**src/hw/rtl/ntbtx_pkg.sv**
```systemverilog
// shared types and constants for the ncm ntb16 transmit framer
// no dependencies; used by every module of the block by scoped names
`timescale 1ns / 1ps
`default_nettype none

package ntbtx_pkg;

    // largest frame that is framed; longer frames are rejected
    localparam int MAX_FRAME = 1514;

    // configuration port
    localparam int CFG_IDX_W  = 1;
    localparam int CFG_DATA_W = 4;
    localparam logic [CFG_IDX_W-1:0] CFG_LINK_ATTACHED    = 1'd0;
    localparam logic [CFG_IDX_W-1:0] CFG_PACKET_SIZE_LOG2 = 1'd1;
    localparam logic [3:0]           PKT_LOG2_RESET       = 4'd9;

    // status codes
    localparam logic [1:0] ST_OK       = 2'd0;
    localparam logic [1:0] ST_NO_LINK  = 2'd1;
    localparam logic [1:0] ST_TOO_LONG = 2'd2;

    // command queue between front and back
    localparam int FIFO_DEPTH = 4;
    localparam int FIFO_AW    = $clog2(FIFO_DEPTH);
    localparam int FIFO_CW    = $clog2(FIFO_DEPTH + 1);

    // back sequencer states
    typedef enum logic [1:0] {
        BK_IDLE,
        BK_HEAD,
        BK_PAD,
        BK_TRAIL
    } t_bk_state;

    typedef struct packed {
        logic [7:0]  data_byte;
        logic [11:0] frame_length;
    } t_in;

    typedef struct packed {
        logic [7:0] out_byte;
        logic       end_of_block;
        logic       zero_packet_needed;
        logic [1:0] status;
    } t_out;

    // one classified request
    typedef struct packed {
        logic        err;
        logic [1:0]  status;
        logic        hdr;
        logic        last;
        logic [7:0]  data_byte;
        logic [11:0] frame_length;
        logic [15:0] seq;
    } t_cmd;

endpackage

`default_nettype wire

```
**src/hw/rtl/ncm_ntb16_tx_framer.sv**
```systemverilog
// a result passes through the command queue into the output register
// throughput: one result per cycle while the receiver is ready; data bytes enter one
// per cycle while the queue has room; a good frame adds 12 header bytes and 16 to 19
// pad and trailer bytes, an error one byte; output rate is set by the back sequencer
// reset (synchronous, active low) clears frame tracking, sequence and queue
`timescale 1ns / 1ps
`default_nettype none

// top level: configuration registers, front classifier, command queue and
// back sequencer; uses ntbtx_pkg, ntbtx_front, ntbtx_fifo, ntbtx_back

module ncm_ntb16_tx_framer (
    input  wire                                 i_clk,
    input  wire                                 i_rst_n,
    // frame bytes in
    input  wire                                 i_in_valid,
    output logic                                o_in_ready,
    input  ntbtx_pkg::t_in                      i_in,
    // block bytes out
    output logic                                o_out_valid,
    input  wire                                 i_out_ready,
    output ntbtx_pkg::t_out                     o_out,
    // configuration writes
    input  wire                                 i_cfg_we,
    input  wire  [ntbtx_pkg::CFG_IDX_W-1:0]     i_cfg_idx,
    input  wire  [ntbtx_pkg::CFG_DATA_W-1:0]    i_cfg_data
);

    // configuration registers
    logic       r_link_attached;
    logic [3:0] r_pkt_log2;

    // queue signals between front and back
    logic            push;
    logic            pop;
    logic            fifo_full;
    logic            fifo_valid;
    ntbtx_pkg::t_cmd cmd;
    ntbtx_pkg::t_cmd head;

    // config writes are registered, no read-back
    always_ff @(posedge i_clk) begin
        if (!i_rst_n) begin
            r_link_attached <= 1'b0;
            r_pkt_log2      <= ntbtx_pkg::PKT_LOG2_RESET;
        end else if (i_cfg_we) begin
            case (i_cfg_idx)
                ntbtx_pkg::CFG_LINK_ATTACHED:    r_link_attached <= i_cfg_data[0];
                ntbtx_pkg::CFG_PACKET_SIZE_LOG2: r_pkt_log2      <= i_cfg_data;
                default: ;
            endcase
        end
    end

    // front: frame position, drop state, sequence number; one request per kept byte or rejected frame
    ntbtx_front u_front (
        .i_clk           (i_clk),
        .i_rst_n         (i_rst_n),
        .i_in_valid      (i_in_valid),
        .o_in_ready      (o_in_ready),
        .i_in            (i_in),
        .i_link_attached (r_link_attached),
        .i_fifo_full     (fifo_full),
        .o_push          (push),
        .o_cmd           (cmd)
    );

    // short queue so input and output stall independently
    ntbtx_fifo u_fifo (
        .i_clk   (i_clk),
        .i_rst_n (i_rst_n),
        .i_push  (push),
        .i_cmd   (cmd),
        .i_pop   (pop),
        .o_full  (fifo_full),
        .o_valid (fifo_valid),
        .o_head  (head)
    );

    // back: header, data, pad, trailer and error bytes into the output register
    ntbtx_back u_back (
        .i_clk        (i_clk),
        .i_rst_n      (i_rst_n),
        .i_fifo_valid (fifo_valid),
        .i_head       (head),
        .o_pop        (pop),
        .i_pkt_log2   (r_pkt_log2),
        .o_out_valid  (o_out_valid),
        .i_out_ready  (i_out_ready),
        .o_out        (o_out)
    );

endmodule

`default_nettype wire

```
**src/hw/rtl/ntbtx_front.sv**
```systemverilog
// front part: accepts frame bytes, tracks frame position and drop state,
// and turns each kept byte or rejected frame into a command for the queue; uses ntbtx_pkg
`timescale 1ns / 1ps
`default_nettype none

module ntbtx_front (
    input  wire               i_clk,
    input  wire               i_rst_n,
    input  wire               i_in_valid,
    output logic              o_in_ready,
    input  ntbtx_pkg::t_in    i_in,
    input  wire               i_link_attached,
    input  wire               i_fifo_full,
    output logic              o_push,
    output ntbtx_pkg::t_cmd   o_cmd
);

    logic [11:0] r_bytes_seen, n_bytes_seen;
    logic        r_dropping, n_dropping;
    logic [15:0] r_seq, n_seq;

    logic [11:0] len_n;
    logic [11:0] inc;
    logic        first;
    logic        last;
    logic        accept;
    logic [1:0]  st;

    assign o_in_ready = !i_fifo_full;
    assign accept     = i_in_valid && o_in_ready;

    always_comb begin
        len_n = (i_in.frame_length == 12'd0) ? 12'd1 : i_in.frame_length;
        first = (r_bytes_seen == 12'd0) && !r_dropping;
        inc   = r_bytes_seen + 12'd1;
        last  = (inc >= len_n) || (inc == 12'd0);
        if (!i_link_attached) begin
            st = ntbtx_pkg::ST_NO_LINK;
        end else if (len_n > 12'(ntbtx_pkg::MAX_FRAME)) begin
            st = ntbtx_pkg::ST_TOO_LONG;
        end else begin
            st = ntbtx_pkg::ST_OK;
        end

        n_bytes_seen       = r_bytes_seen;
        n_dropping         = r_dropping;
        n_seq              = r_seq;
        o_push             = 1'b0;
        o_cmd.err          = 1'b0;
        o_cmd.status       = st;
        o_cmd.hdr          = (inc == 12'd1);
        o_cmd.last         = last;
        o_cmd.data_byte    = i_in.data_byte;
        o_cmd.frame_length = len_n;
        o_cmd.seq          = r_seq;

        if (accept) begin
            if (first && st != ntbtx_pkg::ST_OK) begin
                // rejected frame: one error request, drop the rest
                o_push       = 1'b1;
                o_cmd.err    = 1'b1;
                n_dropping   = (len_n > 12'd1);
                n_bytes_seen = (len_n > 12'd1) ? 12'd1 : 12'd0;
            end else if (r_dropping) begin
                n_bytes_seen = last ? 12'd0 : inc;
                n_dropping   = !last;
            end else begin
                o_push       = 1'b1;
                n_bytes_seen = last ? 12'd0 : inc;
                if (inc == 12'd1) begin
                    n_seq = r_seq + 16'd1;
                end
            end
        end
    end

    always_ff @(posedge i_clk) begin
        if (!i_rst_n) begin
            r_bytes_seen <= 12'd0;
            r_dropping   <= 1'b0;
            r_seq        <= 16'd0;
        end else begin
            r_bytes_seen <= n_bytes_seen;
            r_dropping   <= n_dropping;
            r_seq        <= n_seq;
        end
    end

endmodule

`default_nettype wire

```
**src/hw/rtl/ntbtx_fifo.sv**
```systemverilog
// short command queue between front and back, first word fall through
// uses ntbtx_pkg for the command type and depth
`timescale 1ns / 1ps
`default_nettype none

module ntbtx_fifo (
    input  wire               i_clk,
    input  wire               i_rst_n,
    input  wire               i_push,
    input  ntbtx_pkg::t_cmd   i_cmd,
    input  wire               i_pop,
    output logic              o_full,
    output logic              o_valid,
    output ntbtx_pkg::t_cmd   o_head
);

    ntbtx_pkg::t_cmd r_mem [ntbtx_pkg::FIFO_DEPTH];

    logic [ntbtx_pkg::FIFO_AW-1:0] r_wr, r_rd;
    logic [ntbtx_pkg::FIFO_CW-1:0] r_cnt;

    assign o_full  = (r_cnt == ntbtx_pkg::FIFO_CW'(ntbtx_pkg::FIFO_DEPTH));
    assign o_valid = (r_cnt != '0);
    assign o_head  = r_mem[r_rd];

    always_ff @(posedge i_clk) begin
        if (i_push) begin
            r_mem[r_wr] <= i_cmd;
        end
    end

    always_ff @(posedge i_clk) begin
        if (!i_rst_n) begin
            r_wr  <= '0;
            r_rd  <= '0;
            r_cnt <= '0;
        end else begin
            if (i_push) begin
                r_wr <= r_wr + 1'b1;
            end
            if (i_pop) begin
                r_rd <= r_rd + 1'b1;
            end
            case ({i_push, i_pop})
                2'b10:   r_cnt <= r_cnt + 1'b1;
                2'b01:   r_cnt <= r_cnt - 1'b1;
                default: r_cnt <= r_cnt;
            endcase
        end
    end

endmodule

`default_nettype wire

```
**src/hw/rtl/ntbtx_back.sv**
```systemverilog
// back part: expands queued requests into nth16 header, data, padding and
// ndp16 trailer bytes, or one error byte, into an output register; uses ntbtx_pkg
`timescale 1ns / 1ps
`default_nettype none

module ntbtx_back (
    input  wire               i_clk,
    input  wire               i_rst_n,
    input  wire               i_fifo_valid,
    input  ntbtx_pkg::t_cmd   i_head,
    output logic              o_pop,
    input  wire  [3:0]        i_pkt_log2,
    output logic              o_out_valid,
    input  wire               i_out_ready,
    output ntbtx_pkg::t_out   o_out
);

    localparam logic [3:0] HDR_LAST = 4'd11;
    localparam logic [3:0] TRL_LAST = 4'd15;

    ntbtx_pkg::t_bk_state r_state, n_state;
    logic [3:0]      r_idx, n_idx;
    logic            r_hdr_done, n_hdr_done;
    logic [11:0]     r_len, n_len;
    logic            r_out_valid;
    ntbtx_pkg::t_out r_out;

    logic            cand_valid;
    ntbtx_pkg::t_out cand;
    logic            fire;
    logic [1:0]      pad;
    logic [12:0]     trl_total;
    logic [15:0]     mask;

    // ndp offset: (12 + len + 3) rounded down to a multiple of 4
    function automatic logic [12:0] ndp_off(input logic [11:0] len);
        ndp_off = (13'(len) + 13'd15) & 13'h1FFC;
    endfunction

    function automatic logic [7:0] hdr_byte(input logic [3:0] idx,
                                            input logic [15:0] seq,
                                            input logic [11:0] len);
        logic [12:0] off;
        logic [12:0] tot;
        off = ndp_off(len);
        tot = off + 13'd16;
        case (idx)
            4'd0:    hdr_byte = 8'h4E;
            4'd1:    hdr_byte = 8'h43;
            4'd2:    hdr_byte = 8'h4D;
            4'd3:    hdr_byte = 8'h48;
            4'd4:    hdr_byte = 8'h0C;
            4'd6:    hdr_byte = seq[7:0];
            4'd7:    hdr_byte = seq[15:8];
            4'd8:    hdr_byte = tot[7:0];
            4'd9:    hdr_byte = {3'd0, tot[12:8]};
            4'd10:   hdr_byte = off[7:0];
            4'd11:   hdr_byte = {3'd0, off[12:8]};
            default: hdr_byte = 8'h00;
        endcase
    endfunction

    function automatic logic [7:0] trl_byte(input logic [3:0] idx,
                                            input logic [11:0] len);
        case (idx)
            4'd0:    trl_byte = 8'h4E;
            4'd1:    trl_byte = 8'h43;
            4'd2:    trl_byte = 8'h4D;
            4'd3:    trl_byte = 8'h30;
            4'd4:    trl_byte = 8'h10;
            4'd8:    trl_byte = 8'h0C;
            4'd10:   trl_byte = len[7:0];
            4'd11:   trl_byte = {4'd0, len[11:8]};
            default: trl_byte = 8'h00;
        endcase
    endfunction

    assign fire = cand_valid && (!r_out_valid || i_out_ready);

    always_comb begin
        pad       = 2'd0 - i_head.frame_length[1:0];
        trl_total = ndp_off(r_len) + 13'd16;
        mask      = (16'd1 << i_pkt_log2) - 16'd1;

        n_state    = r_state;
        n_idx      = r_idx;
        n_hdr_done = r_hdr_done;
        n_len      = r_len;
        o_pop      = 1'b0;
        cand_valid = 1'b0;
        cand       = '0;

        case (r_state)
            ntbtx_pkg::BK_IDLE: begin
                if (i_fifo_valid) begin
                    cand_valid = 1'b1;
                    if (i_head.err) begin
                        cand.end_of_block = 1'b1;
                        cand.status       = i_head.status;
                        o_pop             = fire;
                    end else if (i_head.hdr && !r_hdr_done) begin
                        cand.out_byte = hdr_byte(4'd0, i_head.seq, i_head.frame_length);
                        if (fire) begin
                            n_state = ntbtx_pkg::BK_HEAD;
                            n_idx   = 4'd1;
                        end
                    end else begin
                        cand.out_byte = i_head.data_byte;
                        if (fire) begin
                            o_pop      = 1'b1;
                            n_hdr_done = 1'b0;
                            if (i_head.last) begin
                                n_len = i_head.frame_length;
                                if (pad != 2'd0) begin
                                    n_state = ntbtx_pkg::BK_PAD;
                                    n_idx   = {2'd0, pad};
                                end else begin
                                    n_state = ntbtx_pkg::BK_TRAIL;
                                    n_idx   = 4'd0;
                                end
                            end
                        end
                    end
                end
            end
            ntbtx_pkg::BK_HEAD: begin
                cand_valid    = 1'b1;
                cand.out_byte = hdr_byte(r_idx, i_head.seq, i_head.frame_length);
                if (fire) begin
                    if (r_idx == HDR_LAST) begin
                        n_state    = ntbtx_pkg::BK_IDLE;
                        n_hdr_done = 1'b1;
                    end else begin
                        n_idx = r_idx + 4'd1;
                    end
                end
            end
            ntbtx_pkg::BK_PAD: begin
                cand_valid = 1'b1;
                if (fire) begin
                    if (r_idx == 4'd1) begin
                        n_state = ntbtx_pkg::BK_TRAIL;
                        n_idx   = 4'd0;
                    end else begin
                        n_idx = r_idx - 4'd1;
                    end
                end
            end
            ntbtx_pkg::BK_TRAIL: begin
                cand_valid    = 1'b1;
                cand.out_byte = trl_byte(r_idx, r_len);
                if (r_idx == TRL_LAST) begin
                    cand.end_of_block       = 1'b1;
                    cand.zero_packet_needed = ((16'(trl_total) & mask) == 16'd0);
                end
                if (fire) begin
                    if (r_idx == TRL_LAST) begin
                        n_state = ntbtx_pkg::BK_IDLE;
                    end else begin
                        n_idx = r_idx + 4'd1;
                    end
                end
            end
            default: begin
                n_state = ntbtx_pkg::BK_IDLE;
            end
        endcase
    end

    always_ff @(posedge i_clk) begin
        if (!i_rst_n) begin
            r_state     <= ntbtx_pkg::BK_IDLE;
            r_idx       <= 4'd0;
            r_hdr_done  <= 1'b0;
            r_out_valid <= 1'b0;
        end else begin
            r_state    <= n_state;
            r_idx      <= n_idx;
            r_hdr_done <= n_hdr_done;
            if (fire) begin
                r_out_valid <= 1'b1;
            end else if (i_out_ready) begin
                r_out_valid <= 1'b0;
            end
        end
    end

    always_ff @(posedge i_clk) begin
        r_len <= n_len;
        if (fire) begin
            r_out <= cand;
        end
    end

    assign o_out_valid = r_out_valid;
    assign o_out       = r_out;

    // header bytes come from the queue head, which must still be there
    a_head_present: assert property (@(posedge i_clk) disable iff (!i_rst_n)
        (r_state == ntbtx_pkg::BK_HEAD) |-> i_fifo_valid)
        else $error("header in progress without queued request");

    a_pop_valid: assert property (@(posedge i_clk) disable iff (!i_rst_n)
        o_pop |-> (i_fifo_valid && fire))
        else $error("queue popped without a request taken");

    a_zlp_eob: assert property (@(posedge i_clk) disable iff (!i_rst_n)
        (r_out_valid && r_out.zero_packet_needed) |->
            (r_out.end_of_block && r_out.status == ntbtx_pkg::ST_OK))
        else $error("zero packet flag off the end of a good block");

    a_trail_exit: assert property (@(posedge i_clk) disable iff (!i_rst_n)
        (r_state == ntbtx_pkg::BK_TRAIL && r_idx == TRL_LAST && fire) |=>
            (r_state == ntbtx_pkg::BK_IDLE))
        else $error("trailer did not end the block");

endmodule

`default_nettype wire

```
**config.mk**
```make
export PLATFORM = sky130hd
export DESIGN_NAME = ncm_ntb16_tx_framer
export DESIGN_NICKNAME = d
export VERILOG_FILES = /design/src/hw/rtl/ntbtx_pkg.sv /design/src/hw/rtl/ncm_ntb16_tx_framer.sv /design/src/hw/rtl/ntbtx_front.sv /design/src/hw/rtl/ntbtx_fifo.sv /design/src/hw/rtl/ntbtx_back.sv
export SDC_FILE = /design/constraint.sdc
export NUM_CORES = 1
export LEC_CHECK = 0
export ABC_CLOCK_PERIOD_IN_PS = 4700
export BUFFER_PORTS_ARGS = -buffer_cell sky130_fd_sc_hd__buf_4
export CAP_MARGIN = 30
export CORE_MARGIN = 2
export CORE_UTILIZATION = 40
export CTS_CLUSTER_DIAMETER = 40
export DETAILED_ROUTE_END_ITERATION = 6
export SYNTH_ARGS = -nofsm -noshare
export SYNTH_HDL_FRONTEND = slang
export SYNTH_HIERARCHICAL = 1
export SYNTH_SLANG_ARGS = --single-unit
```
**constraint.sdc**
```tcl
create_clock -name i_clk -period 4.7 [get_ports i_clk]
set_clock_uncertainty 0.2 [all_clocks]
set_input_delay 0.94 -clock i_clk [delete_from_list [all_inputs] [get_ports i_clk]]
set_output_delay 0.94 -clock i_clk [all_outputs]
set_load 0.01 [all_outputs]
```
; ---- Word level (Yosys, flattened, before mapping)
; Memories as Yosys holds them, arrays and structs flattened. A register that Yosys moved wholly into a read port is not among the register bits.
; Cells that the tools add are included.
[word_totals]
ramBits = 164
mem_count = 1
register_bits = 73
[classes]
n_bitwise = 6
n_shift = 1
n_lt_le_gt_ge = 3
n_reduce_logical = 34
n_eq_ne = 31
mux = 71
add_sub_neg = 14
[mem_list]
columns = memory, depth, word_bits, rd, rd_ports_with_merged_regs, write_ports, line_no
row1 = u_fifo.r_mem, 4, 41, 1, 1, 1, ntbtx_fifo.sv:17  ; ntbtx_pkg::t_cmd r_mem [ntbtx_pkg::FIFO_DEPTH];
[op_table]
columns = op, n
row1 = one-hot mux 8 bit (11 select lines), 1
row2 = one-hot mux 8 bit (8 select lines), 1
row3 = 2-to-1 mux 4 bit, 12
row4 = logical NOT 12 bit, 3
row5 = 2-to-1 mux 12 bit, 3
row6 = 2-to-1 mux 2 bit, 18
row7 = adder 12 x 4 -> 13 bit (second input constant), 2
row8 = adder 13 x 5 -> 13 bit (second input constant), 2
row9 = 2-to-1 mux 1 bit, 26
row10 = one-hot mux 8 bit (3 select lines), 1
row11 = == test 4 bit (second input constant), 5
row12 = adder 16 x 1 -> 16 bit (second input constant), 1
row13 = AND 13 x 16 -> 16 bit, 1
row14 = logical NOT 16 bit, 1
row15 = 2-to-1 mux 8 bit, 2
row16 = one-hot mux 4 bit (4 select lines), 1
row17 = << shifter 1 x 4 -> 16 bit (first input constant), 1
row18 = subtractor 16 x 1 -> 16 bit (second input constant), 1
row19 = inequality test 2 x 1 -> 1 bit (second input constant), 7
row20 = adder 12 x 1 -> 12 bit (second input constant), 1
row21 = == test 12 x 1 -> 1 bit (second input constant), 1
row22 = == test 4 x 3 -> 1 bit (second input constant), 3
row23 = >= comparator 12 bit, 1
row24 = greater-than comparator 12 x 1 -> 1 bit (second input constant), 1
row25 = 34 further kinds, 64

; ---- Longest topological paths before layout
[depth]
depth_word = 11
ltp_mapped = 14

; ---- Modules after synthesis
; Netlist, hierarchy kept.
[modules_own_cells]
columns = module, cells_per_inst, area_per_inst_um2, instances
row1 = ntbtx_fifo, 261, 6418.7, 1
row2 = ntbtx_back, 365, 2974.1, 1
row3 = ntbtx_front, 282, 2358.5, 1
row4 = ncm_ntb16_tx_framer, 23, 220.2, 1

; ---- Worst setup path after synthesis
; Ideal clock, no wire load.
[synth_path]
kind = input to register
startpoint = in i_in[11] (netlist name)
endpoint = mem u_fifo/r_mem[0][36] (netlist name) (data pin)
t_arrival_ns = 3.047
slack_ns = 1.199
required_time_ns = 4.246
path_stages = 12
n_path_buf = 2
setup_ns = 0.254
cell_sequence = nor4_1 nand3_1 nand2b_1 ha_1 nand2b_1 a2111oi_0 o311a_1 o211ai_1 a31oi_1 buf_2 inv_1 buf_4
[synth_rtl]
columns = element, line_no
row1 = "start, declared", ncm_ntb16_tx_framer.sv:18  ; input ntbtx_pkg::t_in i_in,
row2 = "end, declared", ntbtx_fifo.sv:17

==> impl_summary.txt <==
----------------------------------------------------
[Run status]
  Run status ... finished clean

[Global routing]
  Number of antenna violations at the first check in global routing ... 0
  Maximum number of pins on one net before global-route repair ... 58
  First-pass GRT wire length ... 42350 um
  GR Util All Layers ... 17.41%
  Number of global-route vias before repair ... 7637
  Remaining Overflow, GRT ... 0

[Power and ir drop]
  Worst vdd rail ir drop ... 0.2433 mV
  P_leak ... 4.775 nW
  P per Cell Area ... 578.2 nW/um2

[Drt]
  Detail Route Antenna Nets ... 0
  Initial detailed-routing violation count ... 510
  Vias per cell ... 5.546
  Total wire length after detailed routing ... about 26000 um
  Final routed DRC violation total ... 0
  Vias post-DR ... approximately 7.6k
  Total iterations of the first detailed-routing run ... 5
  Average wire per cell in the routed design ... 19.21 um

[Worst setup path]
  Worst Path Max Fanout ... 19
  Worst setup path class ... reg -> reg
  Top delay family on crit path ... flip-flops
  WP data arrival ... 3.78 ns
  Critical Path Slowest Stage Cell ... sky130_fd_sc_hd__dfxtp_2
  Worst R2R Setup Slack ... ~0.96 ns
  Kind of start point of the critical path ... flip-flop
  Crit. End Element ... flip-flop
  Worst Path Required ... 4.74 ns
  Maximum cell stage delay along the critical path ... about 0.63 ns
  Worst path cell trace ... mux4_2, inv_1, ha_1, nor3b_4, xnor2_1, ha_1, nor2_1, o32ai_1, a32oi_1, xnor2_1, a21oi_1, o22ai_1
  Sum of buffers and inverters on the critical path ... 1
  Number of cells on the worst reg-to-reg path ... 12
  Worst R2R End ... u_back/o_out[4]

[Layout]
  Most frequent cells in the layout ... sky130_fd_sc_hd__edfxtp_1, sky130_fd_sc_hd__nand2_1, sky130_fd_sc_hd__buf_4, sky130_fd_sc_hd__nor2_1, sky130_fd_sc_hd__dfxtp_1
  Final core utilization ... 46.17%
  NumNets Final ... 1027
  Number of antenna repair diodes ... 0
  Area added between synthesis and finish ... 14.01%
  Layout cell share with drive strength beyond 1 ... 19.94%
  Most common library cell in the layout ignoring fill and taps ... sky130_fd_sc_hd__edfxtp_1
  Fill cell total of the finished layout ... between 2k and 3k

[CTS]
  Post-CTS Setup Inserts ... 0
  # hold bufs at CTS ... 0
  Clk_lat worst skew ... approximately 0.52 ns
  Number of clock sinks seen by CTS ... 239
  Level count of the clock H-tree ... 2
  Post-cts resize count ... 0
  CTS tree ... done
  Clock transition at the registers of the reported paths ... 0.05 ns
  Clock buffer count from CTS ... 35
  Clock Tree Buf Depth ... 3
  Root buffer cell ... sky130_fd_sc_hd__clkbuf_16

[Die]
  Standard-cell row count ... 63
  Starting density of the core ... 40.50%
  Die Span X ... between 150 and 200 um
  Die outline height ... 177 um
  Number of top-level pins ... 44
  Core outline area ... 29560 um2
  Die area ... 31330 um2

[Timing]
  Final Max Tran Viols ... 0
  Worst path setup slack after routing ... 0.9593 ns
  Fin. Hold Viols ... 0
  Transition at the pin with the smallest max-transition slack ... slightly below 1 ns
  Final setup violation count ... 0
  Maximum clock rate ... 267.3 MHz
  Final period demand of the worst path ... about 3.7 ns
  Total negative slack for setup checks ... 0 ns
  RSZ-0062 raised after global routing ... false
  Final worst-path cycle share ... 79.59%
  Headroom to the max-slew limit ... about 36%

[Place]
  Half-perimeter wire length after detailed placement ... 18160 um
  Setup WS pre-CTS ... 0.7959 ns
  GPL Wtd Cong ... approximately 0.86
  Port Buf Inserts ... 43

[Synth]
  Nets in the synthesized netlist ... 997
  Count of unique library cells instantiated by Yosys ... 98
  Top flip-flop cell by instance count after synthesis ... sky130_fd_sc_hd__edfxtp_1
  Synthesized instance count ... 931
  Average size of a mapped cell ... around 13 um2
  Count of flip-flops with a built-in enable after synthesis ... around 190
  Share of flip-flops with an asynchronous set or reset ... 0%
  Sequential cell area fraction in the yosys report ... a little under three fifths
  Synthesis Warnings ... 6
  Number of storage elements in the synthesis netlist ... around 240
  Post-synth design cell area ... 11970 um2

[Hold path]
  Worst Hold Class ... reg -> reg
  Worst min-delay path startpoint ... u_fifo/r_cnt[2]
  Endpoint of the worst hold path ... u_fifo/r_cnt[2]
  Hold path depth ... 2

[Job]
  Max-cap viol count ... 0

----------------------------------------------------
[cells in the mapped netlist (9+ instances only)]
library cell / instances / area [um2]
sky130_fd_sc_hd__xnor2_1: 19 / 166.4
sky130_fd_sc_hd__nand4_1: 17 / 106.4
sky130_fd_sc_hd__nand2_1: 59 / 221.5
sky130_fd_sc_hd__inv_1: 47 / 176.4
sky130_fd_sc_hd__nor4_1: 13 / 81.33
sky130_fd_sc_hd__buf_2: 9 / 45.04
sky130_fd_sc_hd__and2_1: 13 / 81.33
sky130_fd_sc_hd__buf_4: 11 / 82.58
sky130_fd_sc_hd__o21ai_0: 32 / 160.2
sky130_fd_sc_hd__nand2b_1: 18 / 112.6
sky130_fd_sc_hd__nor2b_1: 11 / 68.82
sky130_fd_sc_hd__edfxtp_1: 188 / 5645
sky130_fd_sc_hd__nor2_1: 53 / 198.9
sky130_fd_sc_hd__a21oi_1: 29 / 145.1
sky130_fd_sc_hd__clkbuf_1: 30 / 112.6
sky130_fd_sc_hd__mux2i_1: 19 / 190.2
sky130_fd_sc_hd__nand3_1: 28 / 140.1
sky130_fd_sc_hd__mux4_2: 40 / 900.9
sky130_fd_sc_hd__ha_1: 35 / 437.9
sky130_fd_sc_hd__nor3_1: 24 / 120.1
sky130_fd_sc_hd__dfxtp_1: 51 / 1021
sky130_fd_sc_hd__xor2_1: 17 / 148.9
[layout make-up]
class | count | area [um2] | area share, %
Inverter | 47 | 176.4 | 1.293
Timing Repair Buffer | 54 | 405.4 | 2.970
Multi-Input combinational cell | 584 | 4763 | 34.90
Clock buffer | 41 | 898.4 | 6.582
Tap cell | 390 | 488.0 | 3.575
Sequential cell | 239 | 6669 | 48.86
Clock inverter | 23 | 247.7 | 1.815
[registers in the layout, indices dropped and copies added (netlist names), 2 cells and up, named ones only]
signal / cells
r_pkt_log2: 4
u_back/o_out: 12
u_back/r_idx: 4
u_back/r_len: 12
u_back/r_state: 2
u_fifo/r_cnt: 3
u_fifo/r_mem: 164
u_fifo/r_rd: 2
u_fifo/r_wr: 2
u_front/r_bytes_seen: 12
u_front/r_seq: 16
[report_power, final]
part / internal [W] / leakage [nW] / switching (W)
clock: 0.00152 / 0.557 / 0.000971
sequential: 0.00273 / 2.21 / 0.000166
combinational: 0.000992 / 2.01 / 0.00151
[routing by layer]
layer / vias to the layer above / track usage [%] / share of wire, %
met5: - / 0 / 0
met4: 0 / 5.372 / 2.1
li1: 3638 / - / -
met1: 3770 / 23.65 / 45
met3: 36 / 2.942 / 5.0
met2: 199 / 28.58 / 48
[through the flow]
stage	hold slack, ns	instances	total power [W]	cell area (um2)
2_1_floorplan	0.2382	931	0.004784	11970
3_3_place_gp	0.2919	1314	0.005439	12500
3_5_place_dp	0.3058	1314	0.005445	12500
4_1_cts	0.3126	1378	0.007965	13650
5_1_grt	0.3469	1378	0.008324	13650
6_report	0.3156	1378	0.007891	13650
[worst reg2reg max path, delay by kind of cell, from the launching register on]
family	cells	cell delay (ns)
AND/OR/NAND/NOR	2	0.49
flip-flops	1	0.63
multiplexers	1	0.50
AO/OA/AOI/OAI	4	0.56
buffers and inverters	1	0.14
adder cells (fa/ha/maj)	2	0.57
XOR/XNOR	2	0.38
[worst max path at each step]
stage,to,slack (ns),start,cells past startpoint
2_1_floorplan,u_fifo/r_mem[0][36],1.20,i_in[11],12
3_3_place_gp,u_front/r_bytes_seen[9],0.95,i_in[11],13
3_5_place_dp,u_front/r_bytes_seen[6],0.80,i_in[11],13
4_1_cts,u_back/o_out[4],0.98,flip-flop,12
5_1_grt,u_back/o_out[4],0.71,flip-flop,12
6_report,u_back/o_out[4],0.96,flip-flop,12
[logic make-up (layout without fill, tap and decap cells)]
logic type	after synthesis	count (layout)	synth area share, %
compound gates	163	163	10.17
xor+xnor	36	36	2.634
fa+ha+maj	37	37	3.909
buf+inv	108	165	4.567
flops	239	239	55.69
mux	61	61	9.427
simple gates	287	287	13.61
Power figures use the tool's default switching activity.
